<file path="config.mk">
export PLATFORM = sky130hd
export DESIGN_NAME = led_keyframe_pattern_sequencer
export DESIGN_NICKNAME = d
export VERILOG_FILES = /design/src/sv/lkps_pkg.sv /design/src/sv/lkps_ram.sv /design/src/sv/led_keyframe_pattern_sequencer.sv
export SDC_FILE = /design/constraint.sdc
export NUM_CORES = 2
export LEC_CHECK = 0
export ABC_AREA = 1
export BUFFER_PORTS_ARGS = -buffer_cell sky130_fd_sc_hd__buf_2
export CAP_MARGIN = 20
export CORE_UTILIZATION = 30
export CTS_CLUSTER_SIZE = 8
export DETAILED_ROUTE_END_ITERATION = 12
export GPL_ROUTABILITY_DRIVEN = 0
export PLACE_DENSITY = 0.43
export RECOVER_POWER = 100
export SLEW_MARGIN = 25
export SYNTH_ARGS = -nofsm -noshare
export SYNTH_HDL_FRONTEND = slang
export SYNTH_SLANG_ARGS = --single-unit
</file>
<file path="constraint.sdc">
create_clock -name clock -period 9 [get_ports clock]
set_input_delay 0.9 -clock clock [delete_from_list [all_inputs] [get_ports clock]]
set_output_delay 0.9 -clock clock [all_outputs]
set_load 0.03 [all_outputs]
</file>
<file path="src/sv/lkps_pkg.sv">
package lkps_pkg;

   localparam int TIME_W      = 32;
   localparam int WORD_W      = 32;
   localparam int COUNT_W     = 5;
   localparam int SLOT_W      = 4;
   localparam int FUNC_W      = 2;
   localparam int CSR_IDX_W   = 1;
   localparam int CSR_DATA_W  = 32;
   localparam int SUM_W       = TIME_W + 1;
   localparam int REQ_TDATA_W = 104;
   localparam int RSP_TDATA_W = 40;
   localparam int RSP_TUSER_W = 1;

   localparam int MAX_POINTS_DEFAULT = 16;

   localparam logic [FUNC_W-1:0] FUNC_UPDATE  = 2'd0;
   localparam logic [FUNC_W-1:0] FUNC_WRITE   = 2'd1;
   localparam logic [FUNC_W-1:0] FUNC_RESTART = 2'd2;

   localparam logic [CSR_IDX_W-1:0] CSR_DURATION = 1'b0;
   localparam logic [CSR_IDX_W-1:0] CSR_COUNT    = 1'b1;

endpackage

</file>
<file path="src/sv/lkps_ram.sv">
module lkps_ram #(
   parameter int WIDTH = 64,
   parameter int DEPTH = 16
) (
   input  logic                                          clock,
   input  logic                                          wr_en,
   input  logic [((DEPTH > 1) ? $clog2(DEPTH) : 1)-1:0]  wr_addr,
   input  logic [WIDTH-1:0]                              wr_data,
   input  logic                                          rd_en,
   input  logic [((DEPTH > 1) ? $clog2(DEPTH) : 1)-1:0]  rd_addr,
   output logic [WIDTH-1:0]                              rd_data
);

   logic [WIDTH-1:0] mem_ff [DEPTH];
   logic [WIDTH-1:0] rd_data_ff;

   always_ff @(posedge clock) begin
      if (wr_en) begin
         mem_ff[wr_addr] <= wr_data;
      end
      if (rd_en) begin
         rd_data_ff <= mem_ff[rd_addr];
      end
   end

   assign rd_data = rd_data_ff;

endmodule

</file>
<file path="src/sv/led_keyframe_pattern_sequencer.sv">
// Restart, table write and non-advancing update go from accept to ST_OUT_RD, ST_OUT_LOAD.
// Advancing update: ST_SUM, then ST_MOD when the loop wraps (bit-serial remainder), then
// the forward and backward walks (read and check states), then ST_OUT_RD and ST_OUT_LOAD.
// Throughput: one item at a time; req_tready is high only in idle, the cycle after the
// result is loaded, and a result still held by rsp_tready low delays that load.
// Reset: synchronous, active high; clears FSM, CSRs, valid, stamp, elapsed, idx; RAM kept.
module led_keyframe_pattern_sequencer #(
   parameter int MAX_POINTS = lkps_pkg::MAX_POINTS_DEFAULT
) (
   input  logic                                 clock,
   input  logic                                 reset,
   input  logic                                 req_tvalid,
   output logic                                 req_tready,
   // now_ms, entry_index, entry_ms, entry_output, zero pad
   input  logic [lkps_pkg::REQ_TDATA_W-1:0]     req_tdata,
   // func
   input  logic [lkps_pkg::FUNC_W-1:0]          req_tuser,
   output logic                                 rsp_tvalid,
   input  logic                                 rsp_tready,
   // point_output, current_point, zero pad
   output logic [lkps_pkg::RSP_TDATA_W-1:0]     rsp_tdata,
   // output_valid
   output logic [lkps_pkg::RSP_TUSER_W-1:0]     rsp_tuser,
   input  logic                                 csr_we,
   input  logic [lkps_pkg::CSR_IDX_W-1:0]       csr_index,
   input  logic [lkps_pkg::CSR_DATA_W-1:0]      csr_wdata
);

   localparam int AW     = (MAX_POINTS > 1) ? $clog2(MAX_POINTS) : 1;
   localparam int TW     = lkps_pkg::TIME_W;
   localparam int WW     = lkps_pkg::WORD_W;
   localparam int CW     = lkps_pkg::COUNT_W;
   localparam int SW     = lkps_pkg::SUM_W;
   localparam int BCNT_W = $clog2(SW);

   typedef enum logic [3:0] {
      ST_IDLE,
      ST_SUM,
      ST_MOD,
      ST_FWD_RD,
      ST_FWD_CHK,
      ST_BWD_RD,
      ST_BWD_CHK,
      ST_OUT_RD,
      ST_OUT_LOAD
   } state_type;

   state_type            state_ff;
   logic [TW-1:0]        duration_ff;
   logic [CW-1:0]        point_count_ff;
   logic [TW-1:0]        last_stamp_ff;
   logic [TW-1:0]        elapsed_ff;
   logic [CW-1:0]        idx_ff;
   logic [TW-1:0]        delta_ff;
   logic [SW-1:0]        sum_ff;
   logic [TW-1:0]        rem_ff;
   logic [BCNT_W-1:0]    bit_cnt_ff;
   logic [CW-1:0]        out_idx_ff;
   logic                 rsp_valid_ff;
   logic [WW-1:0]        rsp_word_ff;
   logic [lkps_pkg::SLOT_W-1:0] rsp_point_ff;
   logic                 rsp_flag_ff;

   logic [TW-1:0]        req_now;
   logic [lkps_pkg::SLOT_W-1:0] req_slot;
   logic [TW-1:0]        req_ems;
   logic [WW-1:0]        req_eout;

   logic [CW-1:0]        count;
   logic [TW-1:0]        delta_in;
   logic [SW-1:0]        sum_in;
   logic [SW-1:0]        trial;
   logic                 trial_ge;
   logic [CW-1:0]        idx_next;
   logic [CW-1:0]        out_idx_in;
   logic                 accept;

   logic                 ram_wr_en;
   logic                 ram_rd_en;
   logic [AW-1:0]        ram_rd_addr;
   logic [TW+WW-1:0]     ram_rd_data;
   logic [TW-1:0]        rd_time;
   logic [WW-1:0]        rd_word;

   assign req_now  = req_tdata[31:0];
   assign req_slot = req_tdata[35:32];
   assign req_ems  = req_tdata[67:36];
   assign req_eout = req_tdata[99:68];

   assign req_tready = (state_ff == ST_IDLE);
   assign accept     = req_tvalid && req_tready;

   assign count = (32'(point_count_ff) > 32'(MAX_POINTS)) ? CW'(MAX_POINTS) : point_count_ff;

   assign delta_in = (req_now >= last_stamp_ff) ? (req_now - last_stamp_ff) : '0;
   assign sum_in   = {1'b0, elapsed_ff} + {1'b0, delta_ff};
   assign trial    = {rem_ff, sum_ff[SW-1]};
   assign trial_ge = (trial >= {1'b0, duration_ff});
   assign idx_next = idx_ff + CW'(1);

   assign out_idx_in = (count == '0 || idx_ff >= count) ? '0 : idx_ff;

   assign ram_wr_en = accept && (req_tuser == lkps_pkg::FUNC_WRITE)
                      && (32'(req_slot) < 32'(MAX_POINTS));

   always_comb begin
      ram_rd_en   = 1'b0;
      ram_rd_addr = AW'(idx_ff);
      unique case (state_ff)
         ST_FWD_RD: begin
            ram_rd_en   = (idx_next < count);
            ram_rd_addr = AW'(idx_next);
         end
         ST_BWD_RD: begin
            ram_rd_en   = (idx_ff != '0);
            ram_rd_addr = AW'(idx_ff);
         end
         ST_OUT_RD: begin
            ram_rd_en   = 1'b1;
            ram_rd_addr = AW'(out_idx_in);
         end
         default: begin
            ram_rd_en   = 1'b0;
            ram_rd_addr = AW'(idx_ff);
         end
      endcase
   end

   lkps_ram #(
      .WIDTH (TW + WW),
      .DEPTH (MAX_POINTS)
   ) u_table (
      .clock   (clock),
      .wr_en   (ram_wr_en),
      .wr_addr (AW'(req_slot)),
      .wr_data ({req_eout, req_ems}),
      .rd_en   (ram_rd_en),
      .rd_addr (ram_rd_addr),
      .rd_data (ram_rd_data)
   );

   assign rd_time = ram_rd_data[TW-1:0];
   assign rd_word = ram_rd_data[TW+WW-1:TW];

   always_ff @(posedge clock) begin
      if (reset) begin
         state_ff       <= ST_IDLE;
         duration_ff    <= '0;
         point_count_ff <= '0;
         last_stamp_ff  <= '0;
         elapsed_ff     <= '0;
         idx_ff         <= '0;
         rsp_valid_ff   <= 1'b0;
      end else begin
         if (csr_we) begin
            unique case (csr_index)
               lkps_pkg::CSR_DURATION: duration_ff    <= csr_wdata[TW-1:0];
               lkps_pkg::CSR_COUNT:    point_count_ff <= csr_wdata[CW-1:0];
               default: ;
            endcase
         end

         if (rsp_valid_ff && rsp_tready && state_ff != ST_OUT_LOAD) begin
            rsp_valid_ff <= 1'b0;
         end

         unique case (state_ff)
            ST_IDLE: begin
               if (accept) begin
                  state_ff <= (req_tuser == lkps_pkg::FUNC_UPDATE && delta_in != '0
                               && count != '0 && duration_ff != '0) ? ST_SUM : ST_OUT_RD;
                  case (req_tuser)
                     lkps_pkg::FUNC_UPDATE: begin
                        last_stamp_ff <= req_now;
                        delta_ff      <= delta_in;
                        if (delta_in != '0) begin
                           if (count == '0 || duration_ff == '0) begin
                              elapsed_ff <= '0;
                              idx_ff     <= '0;
                           end else if (idx_ff >= count) begin
                              idx_ff <= count - CW'(1);
                           end
                        end
                     end
                     lkps_pkg::FUNC_RESTART: begin
                        last_stamp_ff <= req_now;
                        elapsed_ff    <= '0;
                        idx_ff        <= '0;
                     end
                     default: ;
                  endcase
               end
            end
            ST_SUM: begin
               if (sum_in >= {1'b0, duration_ff}) begin
                  sum_ff     <= sum_in;
                  rem_ff     <= '0;
                  bit_cnt_ff <= '0;
                  idx_ff     <= '0;
                  state_ff   <= ST_MOD;
               end else begin
                  elapsed_ff <= sum_in[TW-1:0];
                  state_ff   <= ST_FWD_RD;
               end
            end
            ST_MOD: begin
               // one remainder bit per cycle, MSB of the sum first
               rem_ff     <= trial_ge ? TW'(trial - {1'b0, duration_ff}) : trial[TW-1:0];
               sum_ff     <= {sum_ff[SW-2:0], 1'b0};
               bit_cnt_ff <= bit_cnt_ff + BCNT_W'(1);
               if (bit_cnt_ff == BCNT_W'(SW - 1)) begin
                  elapsed_ff <= trial_ge ? TW'(trial - {1'b0, duration_ff}) : trial[TW-1:0];
                  state_ff   <= ST_FWD_RD;
               end
            end
            ST_FWD_RD: begin
               state_ff <= (idx_next < count) ? ST_FWD_CHK : ST_BWD_RD;
            end
            ST_FWD_CHK: begin
               if (rd_time <= elapsed_ff) begin
                  idx_ff   <= idx_next;
                  state_ff <= ST_FWD_RD;
               end else begin
                  state_ff <= ST_BWD_RD;
               end
            end
            ST_BWD_RD: begin
               state_ff <= (idx_ff != '0) ? ST_BWD_CHK : ST_OUT_RD;
            end
            ST_BWD_CHK: begin
               if (rd_time > elapsed_ff) begin
                  idx_ff   <= idx_ff - CW'(1);
                  state_ff <= ST_BWD_RD;
               end else begin
                  state_ff <= ST_OUT_RD;
               end
            end
            ST_OUT_RD: begin
               out_idx_ff <= out_idx_in;
               state_ff   <= ST_OUT_LOAD;
            end
            ST_OUT_LOAD: begin
               if (!rsp_valid_ff || rsp_tready) begin
                  rsp_valid_ff <= 1'b1;
                  rsp_flag_ff  <= (count != '0);
                  rsp_word_ff  <= (count != '0) ? rd_word : '0;
                  rsp_point_ff <= (count != '0) ? out_idx_ff[lkps_pkg::SLOT_W-1:0] : '0;
                  state_ff     <= ST_IDLE;
               end
            end
            default: state_ff <= ST_IDLE;
         endcase
      end
   end

   assign rsp_tvalid = rsp_valid_ff;
   assign rsp_tdata  = {{(lkps_pkg::RSP_TDATA_W - lkps_pkg::SLOT_W - WW){1'b0}},
                        rsp_point_ff, rsp_word_ff};
   assign rsp_tuser  = rsp_flag_ff;

endmodule

</file>
# == Yosys cells after proc, flatten, opt, wreduce, memory -nomap -nowiden ==
# Memories as Yosys holds them, arrays and structs flattened. A register that Yosys moved wholly into a read port is not among the register bits.
# Cells that the tools add are included.
# classes
order_cmp,8
n_addsub,7
n_reduce_logical,33
mul,0
shifts,0
n_div,0
mux,43
n_eq_ne,23
bitwise_logic,2
# op_table
op,n
32-bit 2-to-1 mux,8
32-bit case mux with 2 select lines,2
32-bit case mux with 3 select lines,1
33-bit by 32-bit >= comparator with 1-bit output,2
33-bit case mux with 2 select lines,1
32-bit nonzero test,2
32-bit subtractor,2
5-bit 2-to-1 mux,8
4-bit case mux with 9 select lines,1
32-bit by 32-bit adder with 33-bit output,1
33-bit 2-to-1 mux,1
32-bit >= comparator,1
32-bit greater-than comparator,1
32-bit less-or-equal comparator,1
32-bit zero test,1
5-bit case mux with 4 select lines,1
4-bit by 3-bit equality test with 1-bit output (second input constant),4
4-bit 2-to-1 mux,4
2-bit inequality test (second input constant),6
6-bit case mux with 2 select lines,1
3-bit AND reduction,4
5-bit case mux with 2 select lines,1
5-bit nonzero test,2
5-bit by 1-bit subtractor with 5-bit output (second input constant),2
37 further kinds,58
# word_totals
reg_bits,255
romBits,0
n_memories,1
inputBits,144
wordCells,132
out_inout_bits,43
mem_bits_rw,1024
latchBits,0
# mem_list
name,words,width,read_ports,rd_clocked_by_memory_dff,wr,line,rtl
u_table.mem_ff,16,64,1,1,1,lkps_ram.sv:14,logic [WIDTH-1:0] mem_ff [DEPTH];

# == Depth between registers and ports, before layout ==
# depth
ltp_word,9
depth_mapped,35

# == Cells and area by module ==
# Synthesis repeated with hierarchy kept, for this count alone.
# hier_totals
hier_cells,7015
hier_area_um2,65480.3
# by_module_without_submodules
mod,cells_each,n_inst,seq_area_each_um2,area_per_inst_um2
lkps_ram,4210,1,32671.3,45899.0
led_keyframe_pattern_sequencer,2805,1,6546.3,19581.3

# == Worst setup path after synthesis ==
# Ideal clock, no wire load.
# synth_path
path_kind,register to register
from,reg idx_ff[0]
to,reg u_table.rd_data_ff[0] (netlist: u_table.rd_data[0]) (read register of u_table.mem_ff) (enable)
path_stages_with_launch,8
n_path_buf,0
slack_ps,2431
synth_period_minus_slack_ps,6569
required_ps,8426
t_arrival_ps,5994
path_cell_list,dfxtp_1 > ha_1 > nand3_1 > xor2_1 > ha_1 > a21oi_1 > o221ai_1 > o21ai_0
# synth_lines
item,line,rtl
start: declaration,led_keyframe_pattern_sequencer.sv:53,logic [CW-1:0] idx_ff;
start signal: assignment,led_keyframe_pattern_sequencer.sv:181,idx_ff <= count - CW'(1);
start signal: assignment,led_keyframe_pattern_sequencer.sv:221,idx_ff <= idx_next;
start signal: assignment,led_keyframe_pattern_sequencer.sv:232,idx_ff <= idx_ff - CW'(1);
5-bit by 1-bit adder with 5-bit output,led_keyframe_pattern_sequencer.sv:99,assign idx_next = idx_ff + CW'(1);
5-bit less-than comparator,led_keyframe_pattern_sequencer.sv:111,ram_rd_en = (idx_next < count);
1-bit case mux with 3 select lines (*),led_keyframe_pattern_sequencer.sv:109,unique case (state_ff)
net ram_rd_en,led_keyframe_pattern_sequencer.sv:79,logic ram_rd_en;
end: declaration,lkps_ram.sv:15,logic [WIDTH-1:0] rd_data_ff;
# The timed path passes the listed nets; every way through them passes the cells marked *.
# A chain may end at the register's enable or synchronous reset.

# == Final worst setup path ==
# layout_path
from,reg state_ff[3]
to,mem u_table.mem_ff[2][20] (enable)
# layout_between
elab_chain_len,5
# layout_rtl
item,line,rtl
start: declaration,led_keyframe_pattern_sequencer.sv:48,state_type state_ff;
start signal: assignment,led_keyframe_pattern_sequencer.sv:170,state_ff <= (req_tuser == lkps_pkg::FUNC_UPDATE && delta_in != '0
start signal: assignment,led_keyframe_pattern_sequencer.sv:217,state_ff <= (idx_next < count) ? ST_FWD_CHK : ST_BWD_RD;
start signal: assignment,led_keyframe_pattern_sequencer.sv:228,state_ff <= (idx_ff != '0) ? ST_BWD_CHK : ST_OUT_RD;
4-bit zero test,led_keyframe_pattern_sequencer.sv:90,assign req_tready = (state_ff == ST_IDLE);
1-bit logical AND,led_keyframe_pattern_sequencer.sv:91,assign accept = req_tvalid && req_tready;
1-bit logical AND,led_keyframe_pattern_sequencer.sv:103,assign ram_wr_en = accept && (req_tuser == lkps_pkg::FUNC_WRITE)
1-bit 2-to-1 mux,lkps_ram.sv:18,if (wr_en) begin
1-bit 2-to-1 mux (not written as such),lkps_ram.sv:19,mem_ff[wr_addr] <= wr_data;
end: declaration,lkps_ram.sv:14,
# No other way between the ends.

==> results.cfg <==
[die]
die_x_um = 460.1
die-area_um2 = 211700
rows = 167
fp.coreArea_um2 = 207900
dieHeight_um = 460.1
initial_core_util = 0.3028
ioPinCount = 187

[logic_synthesis]
synth_edf_count = 1232
synth-xor-area-share = 0.009320
synthMuxAreaShare = 0
async_flop_share = 0
synth_area_per_cell_um2 = 10.38
synth_top_family_by_area = simple AND/OR/NAND/NOR gates
netlist_area_um2 = 62960
syn_inst = 6068
synth_compound_gate_area_share = 0.1109
yosys.area_share.simple = 0.1433
synth_fa_ha_area_frac = 0.03573
ys_warn_count = 0
synth-seq-area-share = 0.6229
yosysUniqueCellTypes = 54
synth-seq-cells = 1343
synthFlopType = edfxtp_1

[routing]
via_count = 42773
avgViaCountPerCell = 4.707
wl_per_cell_um = 20.20
drt-total-wl_um = 183500
first_iter_violations = 2633
drc = 0
antenna_left = 0
first_pass_iters = 5

[power]
finalPower_mw = 20.95
ir_worst_vdd_mv = 0.1963
p_int_mw = 13.32
power.leakage_nw = 28.42
seq_power_share = 0.358
power_density_nw_per_um2 = 291.5
sw_frac_of_total = 0.3639
p_clk_frac = 0.310
combPwrFrac = 0.332
switchingPower_mw = 7.624

[sta]
tns_ns = 0
rsz0062_at_grt = false
finalWorstSetupSlack_ns = 1.799
finalCritPeriodShare = 0.8001
worstMarginPinSlew_ns = 3.959
max_freq_ghz = 0.1389
fin_skew_ns = 0.08061
maxSlewViolCount = 1407
setup_violations = 0
hold_viol_final = 0
relSlewSlack = -1.639
hold_ws_ns = 0.3341
period_minus_slack_ns = 7.201

[worst_setup_path]
crit-reg2reg-capture = u_table.mem_ff[2][20]
crit_chain = nor2_1 -> inv_1 -> nor2_1 -> nand2_1 -> nor3_1 -> clkbuf_1 -> nand3_1 -> nor2_4 -> clkbuf_1 -> clkbuf_1
crit_end = u_table.mem_ff[2][20]
r2r_start = state_ff[3]
cp-end-kind = flop
crit_fanout = 33
crit_path_start = state_ff[3]
crit_type = flop to flop
path_depth = 10
crit_path_max_incr_delay_ns = 2.22
cp.required_ns = 9.33
path_common_cell = clkbuf_1
start_kind = flop
critPathTopFamily = buffers and inverters
path_buf_inv = 4
r2r_cells = 10
cp_slowest_cell = clkbuf_1
crit_arrival_ns = 7.53
reg2reg_slack_ns = 1.80

[outcome]
status = finished, violations left
violations = max-capacitance violations, max-slew violations

[layout]
fill_cells = 21066
mostFrequentLayoutCell = nand2_1
final_core_util = 0.3457
area_growth_pct = 14.14
drive_gt1_frac = 0.06230
regArea_um2 = 39220
multi_input_area_um2 = 18890
layout_common_cells = nand2_1, edfxtp_1, inv_1, o211ai_1, nand3_1
nets = 6550

[job]
cap_viol_max_count = 39

[placement]
portBuffers = 178
pre_cts_slack_ns = 3.020
post-dp-hpwl_um = 110300

[grt]
grt_max_degree = 193
grt_use_total = 0.1719
grt_pass1_wl_um = 270600
antenna_found_initial = 34
grt_pass1_vias = 41524
gr-total-overflow = 0

[clock_network]
cts-htree-levels = 4
numCtsBuffers = 188
cts_tree = built
ctsResizeCount = 0
path_clk_slew_ns = 0.05
clock_sinks = 1343
clockRootBuffer = clkbuf_16
clk_path_buf_depth = 3
cts_setup_buffers = 0
ctsHoldBuffers = 0
worstSkewPairLatency_ns = 0.85

[hold_path]
min_path_type = input port to flop
==> cells by family (layout without fill, tap and decap cells) <==
family	count (synthesis)	count (layout)
xor gates and xnor gates	67	67
buffers and inverters	1268	1489
AOI/OAI and AO/OA	1069	1069
and+or+nand+nor	2142	2142
adders and majority gates	178	178
DFF	1343	1343
other	1	11
==> final cells by class <==
cell class / instances / area share
clock buffers: 235 / 0.06833
multi-input cells: 3460 / 0.2629
clock inverters: 19 / 0.005310
diodes: 7 / 0.0002437
repair buffers: 244 / 0.01694
inverters: 991 / 0.05207
flip-flops and latches: 1343 / 0.5457
well taps: 2788 / 0.04854
==> worst reg2reg max path, delay by kind of cell, from the launching register on <==
| family | cells | cell delay (ns) |
|---|---|---|
| flops | 1 | 0.35 |
| buf+inv | 4 | 4.94 |
| simple gates | 6 | 1.36 |
==> worst min path at each step <==
stage,start,slack (ns),end,cells after the start
finish,csr_wdata[0],0.33,duration_ff[0],3
global route,csr_wdata[0],0.31,duration_ff[0],3
detailed placement,last_stamp_ff[8],0.45,last_stamp_ff[8],2
floorplan,last_stamp_ff[10],0.43,last_stamp_ff[10],2
CTS,csr_wdata[0],0.25,duration_ff[0],3
global placement,last_stamp_ff[31],0.45,last_stamp_ff[31],2
==> power groups by stage <==
stage / sequential [mW] / clock, mW / combinational [mW]
floorplan: 7.57 / 0 / 4.93
global placement: 7.61 / 0 / 6.99
detailed placement: 7.61 / 0 / 7.02
CTS: 7.49 / 6.70 / 7.06
global route: 7.53 / 6.91 / 7.84
finish: 7.50 / 6.49 / 6.96
==> synthesized netlist by cell type (all sizes together) (14+ instances only) <==
cell	instances	area [um2]
nand2	1292	4880
edfxtp	1232	37000
inv	987	3705
o211ai	521	3916
nand3	384	1942
nor2	317	1225
o21ai	240	1205
a21oi	185	933.4
ha	175	2190
clkbuf	168	630.6
dfxtp	111	2222
buf	109	548.0
o21a	71	533.0
nor3	70	475.5
xor2	44	385.4
nand4	31	193.9
xnor2	23	201.4
or2	21	131.4
nor4	14	87.58
==> layer usage <==
| layer | vias up | wire length (um) | part of all wire | GRT usage |
|---|---|---|---|---|
| li1 | 21109 | - | - | - |
| met1 | 20490 | 84170 | 0.46 | 0.2281 |
| met2 | 830 | 85560 | 0.47 | 0.2805 |
| met3 | 324 | 7442 | 0.041 | 0.02716 |
| met4 | 20 | 6228 | 0.034 | 0.06591 |
| met5 | - | 146 | 0.00080 | 0 |
==> through the flow <==
step	instance area, um2	cells
floorplan	62980	6071
CTS	72300	9079
global placement	66950	8823
detailed placement	67010	8825
global route	71870	9087
finish	71870	9087
==> registers in the layout (all words and copies together) (netlist names) <==
name	cells
bit_cnt_ff	6
delta_ff	32
duration_ff	32
elapsed_ff	32
idx_ff	5
last_stamp_ff	32
out_idx_ff	4
point_count_ff	5
rem_ff	32
rsp_point_ff	4
rsp_tuser	1
rsp_tvalid	1
rsp_word_ff	32
state_ff	4
sum_ff	33
u_table.mem_ff	1024
u_table.rd_data	64
Note: power is estimated with default switching activity, not from simulation.
